## config.mk

```make
export PLATFORM = sky130hd
export DESIGN_NAME = dlr_ctrl
export DESIGN_NICKNAME = d
export VERILOG_FILES = /design/src/rtl/core/dlr_pkg.sv /design/src/rtl/core/dlr_ctrl.sv
export SDC_FILE = /design/constraint.sdc
export NUM_CORES = 1
export LEC_CHECK = 0
export BUFFER_PORTS_ARGS = -buffer_cell sky130_fd_sc_hd__buf_4
export CORE_MARGIN = 1.5
export CORE_UTILIZATION = 52
export CTS_BUF_LIST = sky130_fd_sc_hd__clkbuf_8
export DETAILED_ROUTE_END_ITERATION = 8
export PLACE_DENSITY = 0.78
export SYNTH_ARGS = -nofsm -noshare
export SYNTH_HDL_FRONTEND = slang
export SYNTH_SLANG_ARGS = --single-unit
```

## constraint.sdc

```tcl
create_clock -name aclk -period 2.7 [get_ports aclk]
set_input_delay 0.27 -clock aclk [delete_from_list [all_inputs] [get_ports aclk]]
set_output_delay 0.27 -clock aclk [all_outputs]
set_load 0.01 [all_outputs]
```

## src/rtl/core/dlr_pkg.sv

```systemverilog
// ----------------------------------------------------------------------------
// dlr_pkg
// Shared types and constants of the dense layer unit: opcodes, register
// indexes, field widths and the controller/datapath command and status.
// ----------------------------------------------------------------------------
package dlr_pkg;

    localparam int VALUE_W    = 16;
    localparam int ACC_W      = 48;
    localparam int ACT_W      = 15;
    localparam int OPCODE_W   = 2;
    localparam int FIDX_W     = 8;
    localparam int NIDX_W     = 4;
    localparam int CFG_W      = 9;
    localparam int CFG_FEAT_W = 9;
    localparam int CFG_NEUR_W = 5;
    localparam int S_DATA_W   = 32;
    localparam int M_DATA_W   = 24;

    localparam logic [OPCODE_W-1:0] OP_WEIGHT  = 2'd0;
    localparam logic [OPCODE_W-1:0] OP_BIAS    = 2'd1;
    localparam logic [OPCODE_W-1:0] OP_FEATURE = 2'd2;

    localparam logic REG_FEATURES_IN_USE = 1'b0;
    localparam logic REG_NEURONS_IN_USE  = 1'b1;

    localparam logic [ACT_W-1:0] ACT_MAX = {ACT_W{1'b1}};

    typedef struct packed {
        logic accept;
        logic mac_issue;
        logic out_issue;
        logic out_sum;
        logic out_load;
        logic last;
        logic acc_clear;
    } dlr_cmd_t;

    typedef struct packed {
        logic is_feature;
        logic pipe_busy;
        logic out_free;
    } dlr_sts_t;

endpackage

```

## src/rtl/core/dlr_ctrl.sv

```systemverilog
// ----------------------------------------------------------------------------
// dlr_ctrl
// Controller of the dense layer unit: configuration registers, feature and
// neuron counters, and the state machine sequencing MAC and output passes.
// ----------------------------------------------------------------------------
module dlr_ctrl #(
    parameter int MAX_FEATURES = 256,
    parameter int MAX_NEURONS  = 16
) (
    input  logic                                        aclk,
    input  logic                                        aresetn,
    input  logic                                        cfg_wr_en,
    input  logic                                        cfg_addr,
    input  logic [dlr_pkg::CFG_W-1:0]                   cfg_wdata,
    input  logic                                        s_tvalid,
    output logic                                        s_tready,
    input  dlr_pkg::dlr_sts_t                           sts,
    output dlr_pkg::dlr_cmd_t                           cmd,
    output logic [(MAX_NEURONS > 1 ? $clog2(MAX_NEURONS) : 1)-1:0]   naddr,
    output logic [(MAX_FEATURES > 1 ? $clog2(MAX_FEATURES) : 1)-1:0] faddr
);

    import dlr_pkg::*;

    localparam int FW  = (MAX_FEATURES > 1) ? $clog2(MAX_FEATURES) : 1;
    localparam int NW  = (MAX_NEURONS > 1) ? $clog2(MAX_NEURONS) : 1;
    localparam int FCW = $clog2(MAX_FEATURES + 1);
    localparam int NCW = $clog2(MAX_NEURONS + 1);

    localparam int FEAT_RESET = (MAX_FEATURES < 256) ? MAX_FEATURES : 256;
    localparam int NEUR_RESET = (MAX_NEURONS < 16) ? MAX_NEURONS : 16;

    localparam logic [2:0] ST_IDLE     = 3'd0;
    localparam logic [2:0] ST_MAC      = 3'd1;
    localparam logic [2:0] ST_DRAIN    = 3'd2;
    localparam logic [2:0] ST_OUT_RD   = 3'd3;
    localparam logic [2:0] ST_OUT_WAIT = 3'd4;
    localparam logic [2:0] ST_OUT_SUM  = 3'd5;

    logic [2:0]     state_reg, state_next;
    logic [NCW-1:0] n_reg, n_next;
    logic [FCW-1:0] fcnt_reg, fcnt_next;
    logic [FCW-1:0] feat_cfg_reg;
    logic [NCW-1:0] neur_cfg_reg;
    logic [FCW-1:0] feat_clamp;
    logic [NCW-1:0] neur_clamp;
    logic [31:0]    feat_wd;
    logic [31:0]    neur_wd;
    logic [NCW-1:0] n_inc;
    logic [FCW-1:0] fcnt_inc;
    logic           n_last;

    always_comb begin
        feat_wd = 32'(cfg_wdata[CFG_FEAT_W-1:0]);
        neur_wd = 32'(cfg_wdata[CFG_NEUR_W-1:0]);
        if (feat_wd == 32'd0) begin
            feat_clamp = FCW'(1);
        end else if (feat_wd > 32'(MAX_FEATURES)) begin
            feat_clamp = FCW'(MAX_FEATURES);
        end else begin
            feat_clamp = FCW'(feat_wd);
        end
        if (neur_wd == 32'd0) begin
            neur_clamp = NCW'(1);
        end else if (neur_wd > 32'(MAX_NEURONS)) begin
            neur_clamp = NCW'(MAX_NEURONS);
        end else begin
            neur_clamp = NCW'(neur_wd);
        end
    end

    always_ff @(posedge aclk) begin
        if (!aresetn) begin
            feat_cfg_reg <= FCW'(FEAT_RESET);
            neur_cfg_reg <= NCW'(NEUR_RESET);
        end else if (cfg_wr_en) begin
            unique case (cfg_addr)
                REG_FEATURES_IN_USE: feat_cfg_reg <= feat_clamp;
                REG_NEURONS_IN_USE:  neur_cfg_reg <= neur_clamp;
                default:             ;
            endcase
        end
    end

    assign n_inc    = n_reg + NCW'(1);
    assign fcnt_inc = fcnt_reg + FCW'(1);
    assign n_last   = (n_inc == neur_cfg_reg);
    assign s_tready = (state_reg == ST_IDLE);
    assign naddr    = n_reg[NW-1:0];
    assign faddr    = fcnt_reg[FW-1:0];

    always_comb begin
        state_next    = state_reg;
        n_next        = n_reg;
        fcnt_next     = fcnt_reg;
        cmd           = '0;
        cmd.accept    = s_tvalid && s_tready;
        unique case (state_reg)
            ST_IDLE: begin
                if (cmd.accept && sts.is_feature) begin
                    n_next     = '0;
                    state_next = ST_MAC;
                end
            end
            ST_MAC: begin
                cmd.mac_issue = 1'b1;
                if (n_last) begin
                    state_next = ST_DRAIN;
                end else begin
                    n_next = n_inc;
                end
            end
            ST_DRAIN: begin
                if (!sts.pipe_busy) begin
                    if (fcnt_inc >= feat_cfg_reg) begin
                        fcnt_next  = '0;
                        n_next     = '0;
                        state_next = ST_OUT_RD;
                    end else begin
                        fcnt_next  = fcnt_inc;
                        state_next = ST_IDLE;
                    end
                end
            end
            ST_OUT_RD: begin
                cmd.out_issue = 1'b1;
                state_next    = ST_OUT_WAIT;
            end
            ST_OUT_WAIT: begin
                cmd.out_sum = 1'b1;
                state_next  = ST_OUT_SUM;
            end
            ST_OUT_SUM: begin
                if (sts.out_free) begin
                    cmd.out_load = 1'b1;
                    cmd.last     = n_last;
                    if (n_last) begin
                        cmd.acc_clear = 1'b1;
                        state_next    = ST_IDLE;
                    end else begin
                        n_next     = n_inc;
                        state_next = ST_OUT_RD;
                    end
                end
            end
            default: begin
                state_next = ST_IDLE;
            end
        endcase
    end

    always_ff @(posedge aclk) begin
        if (!aresetn) begin
            state_reg <= ST_IDLE;
            n_reg     <= '0;
            fcnt_reg  <= '0;
        end else begin
            state_reg <= state_next;
            n_reg     <= n_next;
            fcnt_reg  <= fcnt_next;
        end
    end

endmodule

```

======== Word level (Yosys, flattened, before mapping) ========
Cells that the tools add are included.
Widths: inputs -> output; s select.
storage, ports and cells
  bits of input ports ..................... 17
  register bits ........................... 31
operators by class
  reduce and logical (&&, ||, !) cells .... 11
  mux-type cells .......................... 24
  $lt $le $gt $ge ......................... 3
  equal/unequal tests ..................... 11
  add/subtract/negate cells ............... 2
  bitwise operators ....................... 2
operators with widths
  kind                 count
  $mux 5               7
  $mux 9               3
  $pmux 5 s4           1
  $mux 3               6
  $pmux 3 s6           1
  $add 9x1->9 const B  1
  $ge 9x9->1           1
  $gt 9x9->1 const B   1
  $logic_not 9->1      1
  $ne 2x2->1 const B   4
  $eq 3x2->1 const B   2
  $eq 3x3->1 const B   2
  $reduce_and 2->1     3
  $add 5x1->5 const B  1
  $eq 5x5->1           1
  $gt 5x5->1 const B   1
  $logic_not 5->1      1
  $reduce_and 5->1     1
  $mux 1               4
  $mux 2               2
  $reduce_and 4->1     1
  $reduce_bool 4->1    1
  $eq 3x1->1 const B   1
  $logic_not 3->1      1
  other kinds (3)      5

======== Longest topological paths before layout ========
  depth in word-level cells ............... 5
  gate-level depth with buffers ........... 13
  mapped depth without buffers ............ 12

======== Worst setup path after synthesis ========
OpenSTA, ideal clock, no wires.
  path kind ............................... reg2reg
  start ................................... register fcnt_reg[0]
  end ..................................... register n_reg[4]
  arrival ................................. 2.427 ns
  data required time ...................... 2.563 ns
  cell stages (with the launch flop) ...... 13
  buffers on the path ..................... 0
  setup slack ............................. 0.135 ns
  setup time .............................. 0.137 ns
  path through ............................ dfxtp_1 > ha_1 > and3_1 > and3_1 > nand3_1 > xnor2_1 > ha_1 > nand4_1 > nor2_1 > a21oi_1 > and2_1 > a31oi_1 > o211ai_1
on the way
  word-level cells in the longest chain between the ends .. 4
RTL lines
  item                        RTL line         text
  start, declared             dlr_ctrl.sv:42   logic [FCW-1:0] fcnt_reg, fcnt_next;
  start signal, assigned      dlr_ctrl.sv:160  fcnt_reg <= fcnt_next;
  $add 9x1->9                 dlr_ctrl.sv:86   assign fcnt_inc = fcnt_reg + FCW'(1);
  $ge 9x9->1                  dlr_ctrl.sv:115  if (fcnt_inc >= feat_cfg_reg) begin
  $ne 2x2->1 (no line)        -
  $reduce_and 5->1 (no line)  -
  end signal, assigned        dlr_ctrl.sv:159  n_reg <= n_next;
  end, declared               dlr_ctrl.sv:41   logic [NCW-1:0] n_reg, n_next;
No other way between the ends.
A chain may end at the register's enable or synchronous reset.

======== Worst setup path after layout ========
  start ................................... register fcnt_reg[0]
  end ..................................... register fcnt_reg[6]
on the way
  word-level cells in the longest chain between the ends .. 3
RTL lines
  item             RTL line
  $add 9x1->9 (*)  dlr_ctrl.sv:86
  $ge 9x9->1       dlr_ctrl.sv:115
  $mux 9 (*)       dlr_ctrl.sv:115
Mark *: on every way between the ends. The rest lies on a longest branch, timed or not.

==> report_table.html <==
<table>
<tr><th>Metric</th><th>Value</th></tr>
<tr><th colspan="2">Synth</th></tr>
<tr><td>Mux contribution to synthesized area</td><td>1.04%</td></tr>
<tr><td>Dominant combinational cell family by area after synthesis</td><td>simple AND/OR/NAND/NOR gates</td></tr>
<tr><td>Synthesized-area fraction occupied by ao, oa, aoi and oai cells</td><td>approximately 18%</td></tr>
<tr><td>Synth Area in Simple Gates</td><td>between 20% and 30%</td></tr>
<tr><td>Sequential element share of the synthesized area</td><td>30.2%</td></tr>
<tr><td>Post-synthesis async set-or-reset flop share</td><td>0%</td></tr>
<tr><td>Post-Syn Instances</td><td>262</td></tr>
<tr><td>Post-synthesis average cell area</td><td>slightly below 8 um2</td></tr>
<tr><td>Post-synth cell types</td><td>42</td></tr>
<tr><td>Netlist area before placement</td><td>about 0.0021 mm2</td></tr>
<tr><td>Synthesis warning total</td><td>0</td></tr>
<tr><td>Flip-flop cell with the highest count after synthesis</td><td>sky130_fd_sc_hd__dfxtp_1</td></tr>
<tr><td>Post-synthesis xor/xnor area fraction</td><td>5.55%</td></tr>
<tr><td>Number of enable-type register cells in the synthesized netlist</td><td>0</td></tr>
<tr><td>Adder and majority cell fraction of the synthesized area</td><td>around 6.7%</td></tr>
<tr><td>Number of synthesized register bits</td><td>31</td></tr>
<tr><td>Synthesized netlist net count</td><td>290</td></tr>
<tr><th colspan="2">Clock tree</th></tr>
<tr><td>CTS hold repair buffers</td><td>0</td></tr>
<tr><td>Clock transition at the registers of the reported paths</td><td>about 0.07 ns</td></tr>
<tr><td>CTS Buf Count</td><td>5</td></tr>
<tr><td>CTS root buffer</td><td>sky130_fd_sc_hd__clkbuf_8</td></tr>
<tr><td>Clock latency of the later-clocked register in the worst-skew pair</td><td>around 0.28 ns</td></tr>
<tr><td># H-tree levels</td><td>2</td></tr>
<tr><td>CTS tree</td><td>done</td></tr>
<tr><td>Total number of clock tree sinks</td><td>31</td></tr>
<tr><td>Clock Tree Buf Depth</td><td>2</td></tr>
<tr><th colspan="2">Worst setup path</th></tr>
<tr><td>Logic depth of the worst register-to-register path</td><td>13</td></tr>
<tr><td>Critical path type</td><td>register to register</td></tr>
<tr><td>Worst Path Max Fanout</td><td>10</td></tr>
<tr><td>Crit path arrival time</td><td>2.78 ns</td></tr>
<tr><td>Data required, critical path</td><td>2.91 ns</td></tr>
<tr><td>Reg-to-Reg End</td><td>fcnt_reg[6]</td></tr>
<tr><td>Nature of the critical path startpoint</td><td>register</td></tr>
<tr><td>Worst flop-to-flop path startpoint</td><td>fcnt_reg[0]</td></tr>
<tr><td>Flop-to-flop setup slack</td><td>0.13 ns</td></tr>
<tr><td>Type of element capturing the critical path</td><td>register</td></tr>
<tr><th colspan="2">Timing</th></tr>
<tr><td>Slew HR</td><td>about 60%</td></tr>
<tr><td>Number of endpoints with negative hold slack in the final report</td><td>0</td></tr>
<tr><td>Fin Hold WS</td><td>approximately 0.26 ns</td></tr>
<tr><td>Transition time at the pin with the least slew margin</td><td>between 0.5 and 0.6 ns</td></tr>
<tr><td>Post-route clock period utilization</td><td>95.3%</td></tr>
<tr><td>Maximum operating frequency</td><td>0.389 GHz</td></tr>
<tr><td>Min cycle time layout</td><td>around 2.6 ns</td></tr>
<tr><td>Accumulated negative setup slack</td><td>0 ns</td></tr>
<tr><td>Largest clock skew in the final design</td><td>about 0.0088 ns</td></tr>
<tr><td>Total of endpoints with negative setup slack in the final report</td><td>0</td></tr>
<tr><td>Max Slew Vio Count</td><td>0</td></tr>
<tr><th colspan="2">Global route</th></tr>
<tr><td>First-pass GRT wire length</td><td>7.25 mm</td></tr>
<tr><td>Number of antenna violations at the first check in global routing</td><td>0</td></tr>
<tr><td>Largest net degree at the start of global routing</td><td>43</td></tr>
<tr><td>Gr usage total</td><td>21.3%</td></tr>
<tr><td>Via count of the first global-routing pass</td><td>roughly 1,700</td></tr>
<tr><td>Total overflow reported by the global router</td><td>0</td></tr>
<tr><th colspan="2">Floorplanning</th></tr>
<tr><td>Core Box Area</td><td>0.00372 mm2</td></tr>
<tr><td>Die Ht</td><td>about 66 um</td></tr>
<tr><td>Die area</td><td>about 0.0043 mm2</td></tr>
<tr><td>Starting Density</td><td>between 50% and 60%</td></tr>
<tr><td>Die extent in x</td><td>between 60 and 70 um</td></tr>
<tr><td>Cell Rows</td><td>22</td></tr>
<tr><td>Num ports</td><td>37</td></tr>
<tr><th colspan="2">Route</th></tr>
<tr><td>Routed WL per cell</td><td>around 13 um</td></tr>
<tr><td>Remaining design rule violation count</td><td>0</td></tr>
<tr><td>Initial DRC count</td><td>around 190</td></tr>
<tr><td>Routed via count divided by cell count</td><td>between 5 and 6</td></tr>
<tr><td>Count of antenna-violating nets left after detailed routing</td><td>0</td></tr>
<tr><td>First-pass DRT Iterations</td><td>4</td></tr>
<tr><td>Wire length after detailed routing</td><td>approximately 4.4 mm</td></tr>
<tr><td>Vias</td><td>between 1,500 and 2,000</td></tr>
<tr><th colspan="2">Min path</th></tr>
<tr><td>Worst hold path class</td><td>primary input to register</td></tr>
<tr><td>Hold-critical path depth</td><td>3</td></tr>
<tr><td>Startpoint of the most critical hold path</td><td>cfg_addr</td></tr>
<tr><td>End of the worst hold path</td><td>neur_cfg_reg[4]</td></tr>
<tr><th colspan="2">Finish</th></tr>
<tr><td>Multi-input combinational cell area</td><td>~0.0013 mm2</td></tr>
<tr><td>Core Util, Final</td><td>65.6%</td></tr>
<tr><td>Fin cells</td><td>~340</td></tr>
<tr><td>Final #Nets</td><td>between 300 and 400</td></tr>
<tr><td>Sequential cell area</td><td>~630 um2</td></tr>
<tr><td>Fill cell count</td><td>around 350</td></tr>
<tr><td>Share of final-layout standard cells stronger than drive strength 1</td><td>23.3%</td></tr>
<tr><td>Post-synthesis to final-layout area growth</td><td>18.8%</td></tr>
<tr><td>Total inserted antenna cells</td><td>0</td></tr>
<tr><th colspan="2">Pwr</th></tr>
<tr><td>Power density of the placed cells</td><td>approximately 390 mW/mm2</td></tr>
<tr><td>Leakage dissipation</td><td>approximately 0.00094 uW</td></tr>
<tr><td>Total chip power</td><td>about 950 uW</td></tr>
<tr><td>Max VDD drop</td><td>~460 uV</td></tr>
<tr><th colspan="2">Placed design</th></tr>
<tr><td>Sum of net half-perimeters after detailed placement</td><td>about 3.0 mm</td></tr>
<tr><td>Port Buf Inserts</td><td>36</td></tr>
<tr><td>Routability congestion estimate from global placement</td><td>0.813</td></tr>
<tr><td>Placed cell count</td><td>~330</td></tr>
<tr><th colspan="2">Job</th></tr>
<tr><td>Maximum Capacitance Violations</td><td>0</td></tr>
<tr><th colspan="2">Run status</th></tr>
<tr><td>Run status</td><td>finished, final reports clean</td></tr>
</table>
-- cells in the mapped netlist (4+ instances only) --
library cell / count / area, um2
sky130_fd_sc_hd__nor2_1: 12 / 45.0
sky130_fd_sc_hd__o211ai_1: 4 / 30.0
sky130_fd_sc_hd__nor2b_1: 14 / 87.6
sky130_fd_sc_hd__nand3_1: 14 / 70.1
sky130_fd_sc_hd__a21oi_1: 27 / 135
sky130_fd_sc_hd__xnor2_1: 10 / 87.6
sky130_fd_sc_hd__a21boi_0: 4 / 30.0
sky130_fd_sc_hd__clkbuf_1: 10 / 37.5
sky130_fd_sc_hd__nor3b_1: 11 / 82.6
sky130_fd_sc_hd__o21ai_0: 6 / 30.0
sky130_fd_sc_hd__ha_1: 11 / 138
sky130_fd_sc_hd__nand3b_1: 6 / 45.0
sky130_fd_sc_hd__inv_1: 11 / 41.3
sky130_fd_sc_hd__nor3_1: 5 / 25.0
sky130_fd_sc_hd__buf_4: 13 / 97.6
sky130_fd_sc_hd__o22ai_1: 7 / 43.8
sky130_fd_sc_hd__dfxtp_1: 31 / 621
sky130_fd_sc_hd__nand2_1: 29 / 109
sky130_fd_sc_hd__and3_1: 4 / 25.0
-- stage by stage --
step                      area (um2)  setup WS, ns
after floorplan                 2050         0.135
after global routing            2440       -0.0380
after detailed placement        2270        0.0644
final                           2440         0.126
after global placement          2270         0.217
after CTS                       2350        0.0424
-- final cells by class --
| type | count | area share, % |
|---|---|---|
| multi-input combinational | 194 | 53.1 |
| sequential | 31 | 25.8 |
| clock buffer | 5 | 2.82 |
| timing repair buffer | 44 | 13.7 |
| inverter | 11 | 1.69 |
| tap | 48 | 2.46 |
| clock inverter | 3 | 0.513 |
-- power by group --
group	total, uW	switching [uW]	internal [uW]
registers	477	11.4	466
logic	131	69.0	62.3
clock network	343	170	173
-- logic make-up after synthesis --
logic type	count (synthesis)
xor gates and xnor gates	13
muxes	2
adders and majority gates	11
DFF	31
buffers and inverters	37
and+or+nand+nor	111
AOI/OAI and AO/OA	57
-- metal layers --
metal	share of wire, %	up-vias	global-route usage (%)
li1	-	957	-
met1	49	867	28.4
met2	47	42	34.2
met3	4.0	4	4.94
met4	0.68	0	5.99
met5	0	-	0
-- critical path: stages, from the launching register on --
cell and delay [ns]:
sky130_fd_sc_hd__dfxtp_4 0.37, sky130_fd_sc_hd__buf_6 0.12, sky130_fd_sc_hd__and3_4 0.18, sky130_fd_sc_hd__and3_1 0.20
sky130_fd_sc_hd__nand3_1 0.13, sky130_fd_sc_hd__xnor2_2 0.23, sky130_fd_sc_hd__ha_1 0.27, sky130_fd_sc_hd__nand4_1 0.13
sky130_fd_sc_hd__nor2_2 0.06, sky130_fd_sc_hd__a21oi_2 0.16, sky130_fd_sc_hd__and2_1 0.16, sky130_fd_sc_hd__buf_4 0.17
sky130_fd_sc_hd__nand2_1 0.14, sky130_fd_sc_hd__o22ai_1 0.19
-- repair_timing --
action	in CTS	in global routing
resized for setup	0	16
buffers inserted	0	2
setup endpoints to repair	0	14
-- how the worst max path moves through the flow --
stage | startpoint | to | slack [ns] | cells after the start
6_report | fcnt_reg[0] | fcnt_reg[6] | 0.13 | 13
5_1_grt | fcnt_reg[1] | n_reg[4] | -0.04 | 13
4_1_cts | fcnt_reg[1] | fcnt_reg[6] | 0.04 | 13
3_5_place_dp | fcnt_reg[1] | fcnt_reg[6] | 0.06 | 13
3_3_place_gp | fcnt_reg[1] | fcnt_reg[6] | 0.22 | 13
2_1_floorplan | fcnt_reg[0] | n_reg[4] | 0.14 | 12
-- cell usage in the layout, fill, tap and decap left out, types with 5 or more instances in the layout --
| cell | synthesis | layout |
|---|---|---|
| sky130_fd_sc_hd__ha_1 | 11 | 10 |
| sky130_fd_sc_hd__inv_1 | 11 | 13 |
| sky130_fd_sc_hd__clkbuf_8 | 0 | 5 |
| sky130_fd_sc_hd__buf_4 | 13 | 43 |
| sky130_fd_sc_hd__nor2b_1 | 14 | 14 |
| sky130_fd_sc_hd__dfxtp_1 | 31 | 29 |
| sky130_fd_sc_hd__nor3_1 | 5 | 5 |
| sky130_fd_sc_hd__xnor2_1 | 10 | 8 |
| sky130_fd_sc_hd__o22ai_1 | 7 | 7 |
| sky130_fd_sc_hd__nor3b_1 | 11 | 11 |
| sky130_fd_sc_hd__nand3_1 | 14 | 13 |
| sky130_fd_sc_hd__nand2_1 | 29 | 29 |
| sky130_fd_sc_hd__nand3b_1 | 6 | 6 |
| sky130_fd_sc_hd__o21ai_0 | 6 | 6 |
| sky130_fd_sc_hd__a21oi_1 | 27 | 26 |
| sky130_fd_sc_hd__nor2_1 | 12 | 11 |
No activity file was read; power rests on OpenSTA's default activity.
